**config.mk**
```make
export PLATFORM = sky130hd
export DESIGN_NAME = multi_slot_periodic_timer_top
export DESIGN_NICKNAME = d
export VERILOG_FILES = /design/src/sv/msp_pkg.sv /design/src/sv/msp_rem.sv /design/src/sv/multi_slot_periodic_timer_top.sv
export SDC_FILE = /design/constraint.sdc
export NUM_CORES = 2
export LEC_CHECK = 0
export BUFFER_PORTS_ARGS = -buffer_cell sky130_fd_sc_hd__buf_4
export CAP_MARGIN = 20
export CORE_UTILIZATION = 45
export DETAILED_ROUTE_END_ITERATION = 7
export GPL_ROUTABILITY_DRIVEN = 0
export PLACE_DENSITY = 0.58
export SLEW_MARGIN = 0
export SYNTH_ARGS = -nofsm -noshare
export SYNTH_HDL_FRONTEND = slang
export SYNTH_HIERARCHICAL = 1
export SYNTH_SLANG_ARGS = --single-unit
```
**constraint.sdc**
```tcl
create_clock -name clk -period 16.8 [get_ports clk]
set_input_delay 4.2 -clock clk [delete_from_list [all_inputs] [get_ports clk]]
set_output_delay 4.2 -clock clk [all_outputs]
set_load 0.005 [all_outputs]
```
**src/sv/msp_pkg.sv**
```systemverilog
// ----------------------------------------------------------------------------
// msp_pkg
// Shared types and constants of the multi-slot periodic timer.
// ----------------------------------------------------------------------------
package msp_pkg;

  localparam int PERIOD_W   = 16;
  localparam int INTERVAL_W = 32;
  localparam int COUNT_W    = 32;
  localparam int TAG_W      = 16;
  localparam int SLOT_W     = 4;
  localparam int EVENT_W    = 2;
  localparam int PROD_W     = INTERVAL_W + PERIOD_W;
  localparam int REM_STEPS  = INTERVAL_W;
  localparam int REM_CNT_W  = $clog2(REM_STEPS);

  localparam logic [PERIOD_W-1:0] PERIOD_RESET = 16'd10;

  localparam logic [EVENT_W-1:0] EV_REG_OK  = 2'd0;
  localparam logic [EVENT_W-1:0] EV_REG_REJ = 2'd1;
  localparam logic [EVENT_W-1:0] EV_FIRED   = 2'd2;

  localparam logic KIND_TICK = 1'b0;

  typedef struct packed {
    logic [INTERVAL_W-1:0] interval;
    logic [COUNT_W-1:0]    repeat_limit;
    logic [COUNT_W-1:0]    tick_count;
    logic [COUNT_W-1:0]    fire_count;
    logic [TAG_W-1:0]      tag;
  } slot_entry_t;

  typedef struct packed {
    logic done;
    logic rem_zero;
  } rem_status_t;

endpackage

```
**src/sv/msp_rem.sv**
```systemverilog
// ----------------------------------------------------------------------------
// msp_rem
// Restoring remainder unit: interval modulo period, one quotient bit a cycle.
// ----------------------------------------------------------------------------
module msp_rem import msp_pkg::*; (
  input  logic                  clk,
  input  logic                  rst_n,
  input  logic                  start,
  input  logic [INTERVAL_W-1:0] dividend,
  input  logic [PERIOD_W-1:0]   divisor,
  output rem_status_t           status
);

  logic [PERIOD_W-1:0]   rem_r;
  logic [PERIOD_W-1:0]   rem_nxt;
  logic [PERIOD_W-1:0]   dsr_r;
  logic [INTERVAL_W-1:0] dvd_r;
  logic [REM_CNT_W-1:0]  cnt_r;
  logic                  run_r;
  logic                  done_r;
  logic [PERIOD_W:0]     shifted;
  logic [PERIOD_W:0]     diff;

  assign shifted = {rem_r, dvd_r[INTERVAL_W-1]};
  assign diff    = shifted - {1'b0, dsr_r};

  always_comb begin
    if (shifted >= {1'b0, dsr_r}) begin
      rem_nxt = diff[PERIOD_W-1:0];
    end else begin
      rem_nxt = shifted[PERIOD_W-1:0];
    end
  end

  always_ff @(posedge clk) begin
    if (!rst_n) begin
      run_r  <= 1'b0;
      done_r <= 1'b0;
      cnt_r  <= '0;
    end else if (start) begin
      run_r  <= 1'b1;
      done_r <= 1'b0;
      cnt_r  <= '0;
    end else if (run_r) begin
      cnt_r <= cnt_r + 1'b1;
      if (cnt_r == REM_CNT_W'(REM_STEPS - 1)) begin
        run_r  <= 1'b0;
        done_r <= 1'b1;
      end
    end
  end

  always_ff @(posedge clk) begin
    if (start) begin
      rem_r <= '0;
      dsr_r <= divisor;
      dvd_r <= dividend;
    end else if (run_r) begin
      rem_r <= rem_nxt;
      dvd_r <= {dvd_r[INTERVAL_W-2:0], 1'b0};
    end
  end

  assign status.done     = done_r;
  assign status.rem_zero = (rem_r == '0);

endmodule

```
**src/sv/multi_slot_periodic_timer_top.sv**
```systemverilog
// ----------------------------------------------------------------------------
// multi_slot_periodic_timer_top
// Table of timer slots in one synchronous memory, advanced by tick commands.
// ----------------------------------------------------------------------------
// A command is taken when start is high and busy is low; busy falls as its last
// result goes out. A register command scans the valid bits one slot a cycle
// while the 32-step remainder unit checks the interval against the period, and
// busy stays high until both are done. A tick command walks the table one slot
// at a time: a free slot passes only through ST_TCHK, and a valid one also
// through ST_TRD and ST_TCMP (memory read, multiply, compare and write-back).
// Each result is shown for one cycle on out_valid and the receiver cannot
// stall it; a firing is held until the next firing or the end of the walk so
// that out_last can mark the final result of a tick. A quiet tick gives no
// result.
module multi_slot_periodic_timer_top import msp_pkg::*; #(
  parameter int NUM_SLOTS = 16
) (
  input  logic                  clk,
  input  logic                  rst_n,
  input  logic                  cfg_wr_en,
  input  logic [PERIOD_W-1:0]   cfg_wr_data,
  input  logic                  start,
  output logic                  busy,
  input  logic                  in_kind,
  input  logic [INTERVAL_W-1:0] in_interval_ms,
  input  logic [COUNT_W-1:0]    in_repeat_count,
  input  logic [TAG_W-1:0]      in_tag,
  input  logic                  in_has_handler,
  output logic                  out_valid,
  output logic [EVENT_W-1:0]    out_event_res,
  output logic [SLOT_W-1:0]     out_slot,
  output logic [TAG_W-1:0]      out_tag_res,
  output logic                  out_expired,
  output logic                  out_last
);

  localparam int IDX_W = (NUM_SLOTS > 1) ? $clog2(NUM_SLOTS) : 1;
  localparam int CNT_W = $clog2(NUM_SLOTS + 1);

  typedef enum logic [2:0] {
    ST_IDLE,
    ST_REG,
    ST_TCHK,
    ST_TRD,
    ST_TCMP
  } state_t;

  state_t                state_r;
  logic [PERIOD_W-1:0]   period_r;
  logic [NUM_SLOTS-1:0]  valid_r;
  logic [CNT_W-1:0]      cnt_r;
  logic                  found_r;

  logic [INTERVAL_W-1:0] req_interval_r;
  logic [COUNT_W-1:0]    req_repeat_r;
  logic [TAG_W-1:0]      req_tag_r;
  logic                  req_hnd_r;

  slot_entry_t           mem [NUM_SLOTS];
  slot_entry_t           rd_data_r;
  slot_entry_t           wr_data;
  logic                  mem_we;
  logic                  mem_re;

  logic [COUNT_W-1:0]    tick_inc_r;
  logic [COUNT_W-1:0]    tick_sum;
  logic [PROD_W-1:0]     prod_r;

  logic                  pend_r;
  logic [SLOT_W-1:0]     pend_slot_r;
  logic [TAG_W-1:0]      pend_tag_r;
  logic                  pend_exp_r;

  logic                  out_valid_r;
  logic [EVENT_W-1:0]    out_event_r;
  logic [SLOT_W-1:0]     out_slot_r;
  logic [TAG_W-1:0]      out_tag_r;
  logic                  out_exp_r;
  logic                  out_last_r;

  logic [IDX_W-1:0]      idx;
  logic [IDX_W+SLOT_W-1:0] slot_ext;
  logic [SLOT_W-1:0]     slot4;
  logic                  scan_end;
  logic                  scan_done;
  logic                  reg_ok;
  logic                  reg_fin;
  logic                  fire;
  logic [COUNT_W-1:0]    fire_inc;
  logic                  freed;
  logic                  accept;
  rem_status_t           rem_st;

  assign accept    = start && (state_r == ST_IDLE);
  assign idx       = cnt_r[IDX_W-1:0];
  assign slot_ext  = {{SLOT_W{1'b0}}, idx};
  assign slot4     = slot_ext[SLOT_W-1:0];
  assign scan_end  = (cnt_r == CNT_W'(NUM_SLOTS));
  assign scan_done = found_r || scan_end;
  assign reg_fin   = (state_r == ST_REG) && scan_done && rem_st.done;
  assign reg_ok    = found_r && req_hnd_r && (period_r != '0) && rem_st.rem_zero;

  assign tick_sum = rd_data_r.tick_count + 1'b1;
  assign fire     = prod_r >= {{PERIOD_W{1'b0}}, rd_data_r.interval};
  assign fire_inc = rd_data_r.fire_count + 1'b1;
  assign freed    = fire && (rd_data_r.repeat_limit != '0) &&
                    (fire_inc >= rd_data_r.repeat_limit);

  msp_rem u_rem (
    .clk      (clk),
    .rst_n    (rst_n),
    .start    (accept && (in_kind != KIND_TICK)),
    .dividend (in_interval_ms),
    .divisor  (period_r),
    .status   (rem_st)
  );

  // write of a new slot entry on registration, read-modify-write on a tick
  always_comb begin
    mem_re  = (state_r == ST_TCHK) && !scan_end && valid_r[idx];
    mem_we  = 1'b0;
    wr_data = rd_data_r;
    if (reg_fin && reg_ok) begin
      mem_we               = 1'b1;
      wr_data.interval     = req_interval_r;
      wr_data.repeat_limit = req_repeat_r;
      wr_data.tick_count   = '0;
      wr_data.fire_count   = '0;
      wr_data.tag          = req_tag_r;
    end else if (state_r == ST_TCMP) begin
      mem_we = 1'b1;
      if (fire) begin
        wr_data.tick_count = '0;
        wr_data.fire_count = fire_inc;
      end else begin
        wr_data.tick_count = tick_inc_r;
      end
    end
  end

  always_ff @(posedge clk) begin
    if (mem_we) begin
      mem[idx] <= wr_data;
    end
    if (mem_re) begin
      rd_data_r <= mem[idx];
    end
  end

  always_ff @(posedge clk) begin
    if (!rst_n) begin
      period_r <= PERIOD_RESET;
    end else if (cfg_wr_en) begin
      period_r <= cfg_wr_data;
    end
  end

  always_ff @(posedge clk) begin
    if (state_r == ST_TRD) begin
      tick_inc_r <= tick_sum;
      prod_r     <= PROD_W'(tick_sum) * PROD_W'(period_r);
    end
    if (accept) begin
      req_interval_r <= in_interval_ms;
      req_repeat_r   <= in_repeat_count;
      req_tag_r      <= in_tag;
      req_hnd_r      <= in_has_handler;
    end
  end

  always_ff @(posedge clk) begin
    if (!rst_n) begin
      state_r     <= ST_IDLE;
      valid_r     <= '0;
      cnt_r       <= '0;
      found_r     <= 1'b0;
      pend_r      <= 1'b0;
      out_valid_r <= 1'b0;
    end else begin
      out_valid_r <= 1'b0;
      case (state_r)
        ST_IDLE: begin
          cnt_r   <= '0;
          found_r <= 1'b0;
          pend_r  <= 1'b0;
          if (accept) begin
            state_r <= (in_kind == KIND_TICK) ? ST_TCHK : ST_REG;
          end
        end
        ST_REG: begin
          if (!scan_done) begin
            if (!valid_r[idx]) begin
              found_r <= 1'b1;
            end else begin
              cnt_r <= cnt_r + 1'b1;
            end
          end
          if (reg_fin) begin
            out_valid_r <= 1'b1;
            out_tag_r   <= req_tag_r;
            out_exp_r   <= 1'b0;
            out_last_r  <= 1'b1;
            if (reg_ok) begin
              valid_r[idx] <= 1'b1;
              out_event_r  <= EV_REG_OK;
              out_slot_r   <= slot4;
            end else begin
              out_event_r <= EV_REG_REJ;
              out_slot_r  <= '0;
            end
            state_r <= ST_IDLE;
          end
        end
        ST_TCHK: begin
          if (scan_end) begin
            if (pend_r) begin
              out_valid_r <= 1'b1;
              out_event_r <= EV_FIRED;
              out_slot_r  <= pend_slot_r;
              out_tag_r   <= pend_tag_r;
              out_exp_r   <= pend_exp_r;
              out_last_r  <= 1'b1;
            end
            state_r <= ST_IDLE;
          end else if (valid_r[idx]) begin
            state_r <= ST_TRD;
          end else begin
            cnt_r <= cnt_r + 1'b1;
          end
        end
        ST_TRD: begin
          state_r <= ST_TCMP;
        end
        ST_TCMP: begin
          if (fire) begin
            if (pend_r) begin
              out_valid_r <= 1'b1;
              out_event_r <= EV_FIRED;
              out_slot_r  <= pend_slot_r;
              out_tag_r   <= pend_tag_r;
              out_exp_r   <= pend_exp_r;
              out_last_r  <= 1'b0;
            end
            pend_r      <= 1'b1;
            pend_slot_r <= slot4;
            pend_tag_r  <= rd_data_r.tag;
            pend_exp_r  <= freed;
          end
          if (freed) begin
            valid_r[idx] <= 1'b0;
          end
          cnt_r   <= cnt_r + 1'b1;
          state_r <= ST_TCHK;
        end
        default: begin
          state_r <= ST_IDLE;
        end
      endcase
    end
  end

  assign busy          = (state_r != ST_IDLE);
  assign out_valid     = out_valid_r;
  assign out_event_res = out_event_r;
  assign out_slot      = out_slot_r;
  assign out_tag_res   = out_tag_r;
  assign out_expired   = out_exp_r;
  assign out_last      = out_last_r;

endmodule

```
Word level (Yosys, flattened, before mapping)

Memories as Yosys holds them, arrays and structs flattened. A register that Yosys moved wholly into a read port is not among the register bits.
Cells that the tools add are included.

Magnitude comparators: 5
Bitwise gates (word level): 4
Equality and inequality tests: 20
Mux-type cells: 73
Reductions and logical operators: 36
$add $sub $neg: 5
Multiply operators: 1

Operators by type and width:

| cell                  | number |
|---|---|
| $mux 64               | 3 |
| $mux 16               | 9 |
| $mux 32               | 4 |
| $add 32x1->32 const B | 2 |
| $ge 48x32->1          | 1 |
| $mul 32x16->48        | 1 |
| $pmux 16 s3           | 1 |
| $ge 32x32->1          | 1 |
| $pmux 16 s2           | 1 |
| $reduce_bool 32->1    | 1 |
| $mux 1                | 26 |
| $ne 2x2->1 const B    | 12 |
| $mux 4                | 5 |
| $mux 5                | 4 |
| $pmux 5 s4            | 1 |
| $ge 17x16->1          | 1 |
| $and 16x16->16        | 1 |
| $logic_not 16->1      | 1 |
| $not 16->16           | 1 |
| $or 16x16->16         | 1 |
| $reduce_bool 16->1    | 1 |
| $sub 16x16->16        | 1 |
| $pmux 3 s5            | 1 |
| $logic_and 1x1->1     | 13 |
| 30 further kinds      | 51 |

Flip-flop bits (word level): 320
Input bits: 102
Memory bits (writable): 2304
Output and inout bits: 26
Memories: 1
Word-level logic and storage cells: 172

Memory list:

| name | words | width | read ports | clocked after Yosys merged registers in | write ports | line                                | source |
|---|---|---|---|---|---|---|---|
| mem  | 16    | 144   | 1          | 1                                       | 1           | multi_slot_periodic_timer_top.sv:59 | `slot_entry_t mem [NUM_SLOTS];` |

Longest topological paths before layout

Word-level depth: 8
Mapped depth: 31

Modules after synthesis

Netlist, hierarchy kept.

Modules (own cells, without submodules):

| module                        | area each (µm²) | cells each | instances |
|---|---|---|---|
| multi_slot_periodic_timer_top | 119701.1        | 6496       | 1 |
| msp_rem                       | 3817.4          | 333        | 1 |

Least setup slack after synthesis

OpenSTA, ideal clock, no wires.

Path kind: reg-to-reg
Start point: register, netlist name cnt_r[0]
End point: register, netlist name rd_data_r[0]
Stages on the path, launching flop included: 12
Arrival time: 13.584 ns
Data required time: 15.945 ns
Path slack: 2.362 ns
Setup time: 0.855 ns
Path through: dfxtp_1 clkbuf_1 clkbuf_1 buf_1 clkbuf_1 inv_1 ha_1 buf_1 and3_1 or2_2 clkbuf_1 nor3b_1

Worst setup path after layout

Start point: register, netlist name rd_data_r[50]
End point: register prod_r[42], data pin

Word-level cells in the longest chain between the ends: 2

RTL lines:

| item                   | line                                 | source |
|---|---|---|
| $add 32x1->32          | multi_slot_periodic_timer_top.sv:103 | `assign tick_sum = rd_data_r.tick_count + 1'b1;` |
| $mul 32x16->48         | multi_slot_periodic_timer_top.sv:161 | `prod_r <= PROD_W'(tick_sum) * PROD_W'(period_r);` |
| end signal: assignment | multi_slot_periodic_timer_top.sv:161 |  |
| end: declaration       | multi_slot_periodic_timer_top.sv:67  | `logic [PROD_W-1:0] prod_r;` |

No other way between the ends.
A chain may end at the register's enable or synchronous reset.

==> results.md <==
- Status: completed
- Post-Synth Simple-Gate Area: 4.508%
- Top Metal Used: met4
- Worst-path clk slew: 60 ps
- DIE HEIGHT: 525.9 um
- Most common cell after layout, fill and taps aside: edfxtp_1
- Initial antenna violation count: 3
- Post-Syn Instances: 6,829
- Total GRT Usage: 22.33%
- First-pass GRT wire length: 453.6 mm
- Main synth FF type: edfxtp_1
- Post-route cell area: 0.1390 mm2
- Hold endpoint: pend_tag_r[7]$_DFFE_PP_
- Pre-Repair DR Iteration Count: 6
- Post-synth EDFFs: 2,702
- Worst skew pair latency: 870 ps
- Yosys cell types: 79
- Post-Synth XOR/XNOR Area: 0.8509%
- Final period util: 50.01%
- DR WL/cell: 28.07 um
- Htree depth: 5
- Placed insts: 10,387
- Reg area: 0.08248 mm2
- DP Wirelength: 170.6 mm
- Hold Path Depth: 0
- Area Overhead vs Synth: 12.53%
- Antenna-violating nets left: 0
- FP Rows: 191
- Multi-input logic area: 0.03788 mm2
- Worst path most repeated cell: fa_1
- Yosys warns: 6
- Setup Viol. Count Final: 0
- F_max: 119.0 MHz
- Die area: 0.2766 mm2
- Number of setup buffers added after CTS: 0
- Mux contribution to synthesized area: 13.74%
- # nets final: 7,867
- Max Cap Viol: 0
- Num CTS Buffers: 299
- Number of global-route vias before repair: 66,203
- Async set-reset flop share out of synthesis: 0%
- Mapped cell area: 0.1235 mm2
- Met3 Wirelength: 14.29 mm
- Via count: 63,356
- DRT Wirelength: 307.0 mm
- Largest net degree at the start of global routing: 121
- Met2 Routed Length: 154.6 mm
- Main combinational cell family by area after synthesis: multiplexers
- Worst reg2reg path depth: 27
- Hold Startpoint: rd_data_r[7]$_DFFE_PP_
- Total gr overflow: 0
- CP Data Required Time: 17,380 ps
- Final Hold Vio Count: 0
- WP data arrival: 8980 ps
- Setup Skew: 77.84 ps
- Most frequent cells in the layout: 2,702 x edfxtp_1, 725 x mux4_2, 553 x inv_1, 553 x nand2_1, 419 x fa_1
- Clk root buf: clkbuf_16
- Max incr delay on CP: 530 ps
- Setup TNS: 0 ps
- Die width: 525.9 um
- Seq cells post-synth: 2,768
- I/O pin count: 128
- Adder-cell share of the synthesized area: 8.898%
- Core box area: 0.2720 mm2
- Pins Over Slew Limit: 0
- CP max-delay cell: fa_1
- DRC violations left: 0
- PwrDens: 118.5 mW/mm2
- Startpoint types: flip-flop
- Final min period: 8401 ps
- DR iter-0 viols: 5,979
- CP Class: reg -> reg
- Seq/Total Area, Yosys: 66.76%
- Max Buffers Root-to-Sink: 4
- Worst slew pin tran: 1133 ps
- Post-route insts no fill: 10,938
- Cts repair resizes: 0
- R2R setup slack: 8400 ps
- Fillers: 21,864
- Slew Limit Headroom: 24.22%
- Peak supply drop: 0.08661 mV
- I/O Buffers: 127
- Post-CTS Hold Buffers: 0
- CTS Sinks: 2,768
- Vias/cell: 5.792
- Unrepaired setup endpoints after global routing: no
- Syn avg cell area: 18.09 um2
- Starting density of the core: 45.42%
- Crit Path Max Fanout: 17
- Compound-Gate Fraction of Synth Area: 2.498%
- Layout cells sized above 1: 21.13%
- Placed Instance Area: 0.1295 mm2
- Worst r2r src: rd_data_r[50]$_DFFE_PP_
- CTS tree: done
- Syn Nets: 7,558
- Pleak: 46.45 nW
- Critical path capture point type: flip-flop
- Worst reg2reg endpoint: prod_r[42]$_DFFE_PP_
- M1 WL: 131.9 mm
- Final hold slack: 448.2 ps
- Hold WC Path Type: reg -> reg
## worst max-delay path by stage
| stage | start | end | slack [ps] |
|---|---|---|---|
| floorplan | cnt_r[0]$_SDFFE_PN0P_ | rd_data_r[0]$_DFFE_PP_ | 2360 |
| CTS | rd_data_r[48]$_DFFE_PP_ | prod_r[42]$_DFFE_PP_ | 8320 |
| global route | rd_data_r[50]$_DFFE_PP_ | prod_r[44]$_DFFE_PP_ | 7810 |
| finish | rd_data_r[50]$_DFFE_PP_ | prod_r[42]$_DFFE_PP_ | 8400 |
| detailed placement | rd_data_r[50]$_DFFE_PP_ | prod_r[44]$_DFFE_PP_ | 8390 |
| global placement | rd_data_r[48]$_DFFE_PP_ | prod_r[42]$_DFFE_PP_ | 8380 |
## worst max-delay path: cells and delay by family (launching register included)
family | cells | cell delay (ps)
adders and majority gates | 7 | 3420
and+or+nand+nor | 10 | 2600
AOI/OAI and AO/OA | 4 | 1010
DFF | 1 | 430
buffers and inverters | 4 | 400
xor gates and xnor gates | 2 | 280
## stage by stage
stage	worst slack, ps	power, mW	util (%)
final	8399	16.47	51.11
after global routing	7813	17.10	51.11
after CTS	8321	16.60	51.04
after detailed placement	8386	10.31	47.63
after global placement	8378	10.29	47.60
after floorplan	2362	9.585	-
## cells in the mapped netlist (5+ instances only)
library cell	count	area share [%]
nor4_1	24	0.12
a211oi_1	21	0.13
mux4_2	725	13
buf_1	55	0.17
edfxtp_1	2702	66
o41ai_1	6	0.043
o31ai_1	28	0.17
a22o_1	34	0.24
nand3_1	53	0.21
nor3_1	15	0.061
nand2b_1	14	0.071
a21o_1	41	0.25
a21boi_0	5	0.030
a2111oi_0	5	0.035
a21oi_1	101	0.41
xor2_1	40	0.28
nand2_1	553	1.7
o21ai_1	8	0.032
a31oi_1	9	0.046
nor2_1	137	0.42
xnor2_1	80	0.57
mux2i_1	30	0.24
or2_2	5	0.025
a41oi_1	14	0.099
o21ai_0	128	0.52
mux2_2	31	0.28
dfxtp_1	66	1.1
and2_1	226	1.1
or4_1	26	0.16
inv_1	554	1.7
fa_1	419	6.8
o21a_1	16	0.097
and4_1	5	0.035
nand4_1	32	0.16
ha_1	208	2.1
o211ai_1	20	0.12
clkbuf_1	274	0.83
and3_1	29	0.15
nor2b_1	23	0.12
## cell families after synthesis
| family | after synthesis |
|---|---|
| AOI/OAI and AO/OA | 472 |
| xor gates and xnor gates | 120 |
| adders and majority gates | 627 |
| buffers and inverters | 893 |
| DFF | 2768 |
| muxes | 786 |
| and+or+nand+nor | 1163 |
## state kept, by name, summed over array words and instances (netlist names), 5 cells and up, named ones only
register	count
pend_tag_r	16
u_rem/rem_r	16
req_tag_r	16
req_repeat_r	32
tick_inc_r	32
mem	2304
period_r	16
u_rem/dvd_r	32
out_tag_res	16
rd_data_r	144
req_interval_r	32
u_rem/dsr_r	16
u_rem/cnt_r	5
prod_r	48
cnt_r	5
## where the power goes
part	switching, mW	internal, mW	leakage [nW]	total, mW
combinational	1.46	1.02	17.1	2.48
clock	2.65	3.64	4.48	6.30
sequential	0.0658	7.63	24.9	7.69
## layout make-up
class / count / area share (%)
Timing Repair Buffer: 346 / 2.015
Tap cell: 3570 / 3.214
Clock inverter: 150 / 0.9308
Sequential cell: 2768 / 59.34
Clock buffer: 378 / 5.739
Antenna cell: 3 / 0.005401
Inverter: 555 / 1.499
Multi-Input combinational cell: 3168 / 27.25
## layer usage
layer | vias to the layer above | global-route usage, %
li1 | 26789 | -
met3 | 422 | 2.479
met2 | 1763 | 37.66
met5 | - | 0
met1 | 34382 | 31.44
met4 | 0 | 4.708
No activity file was read; power rests on OpenSTA's default activity.
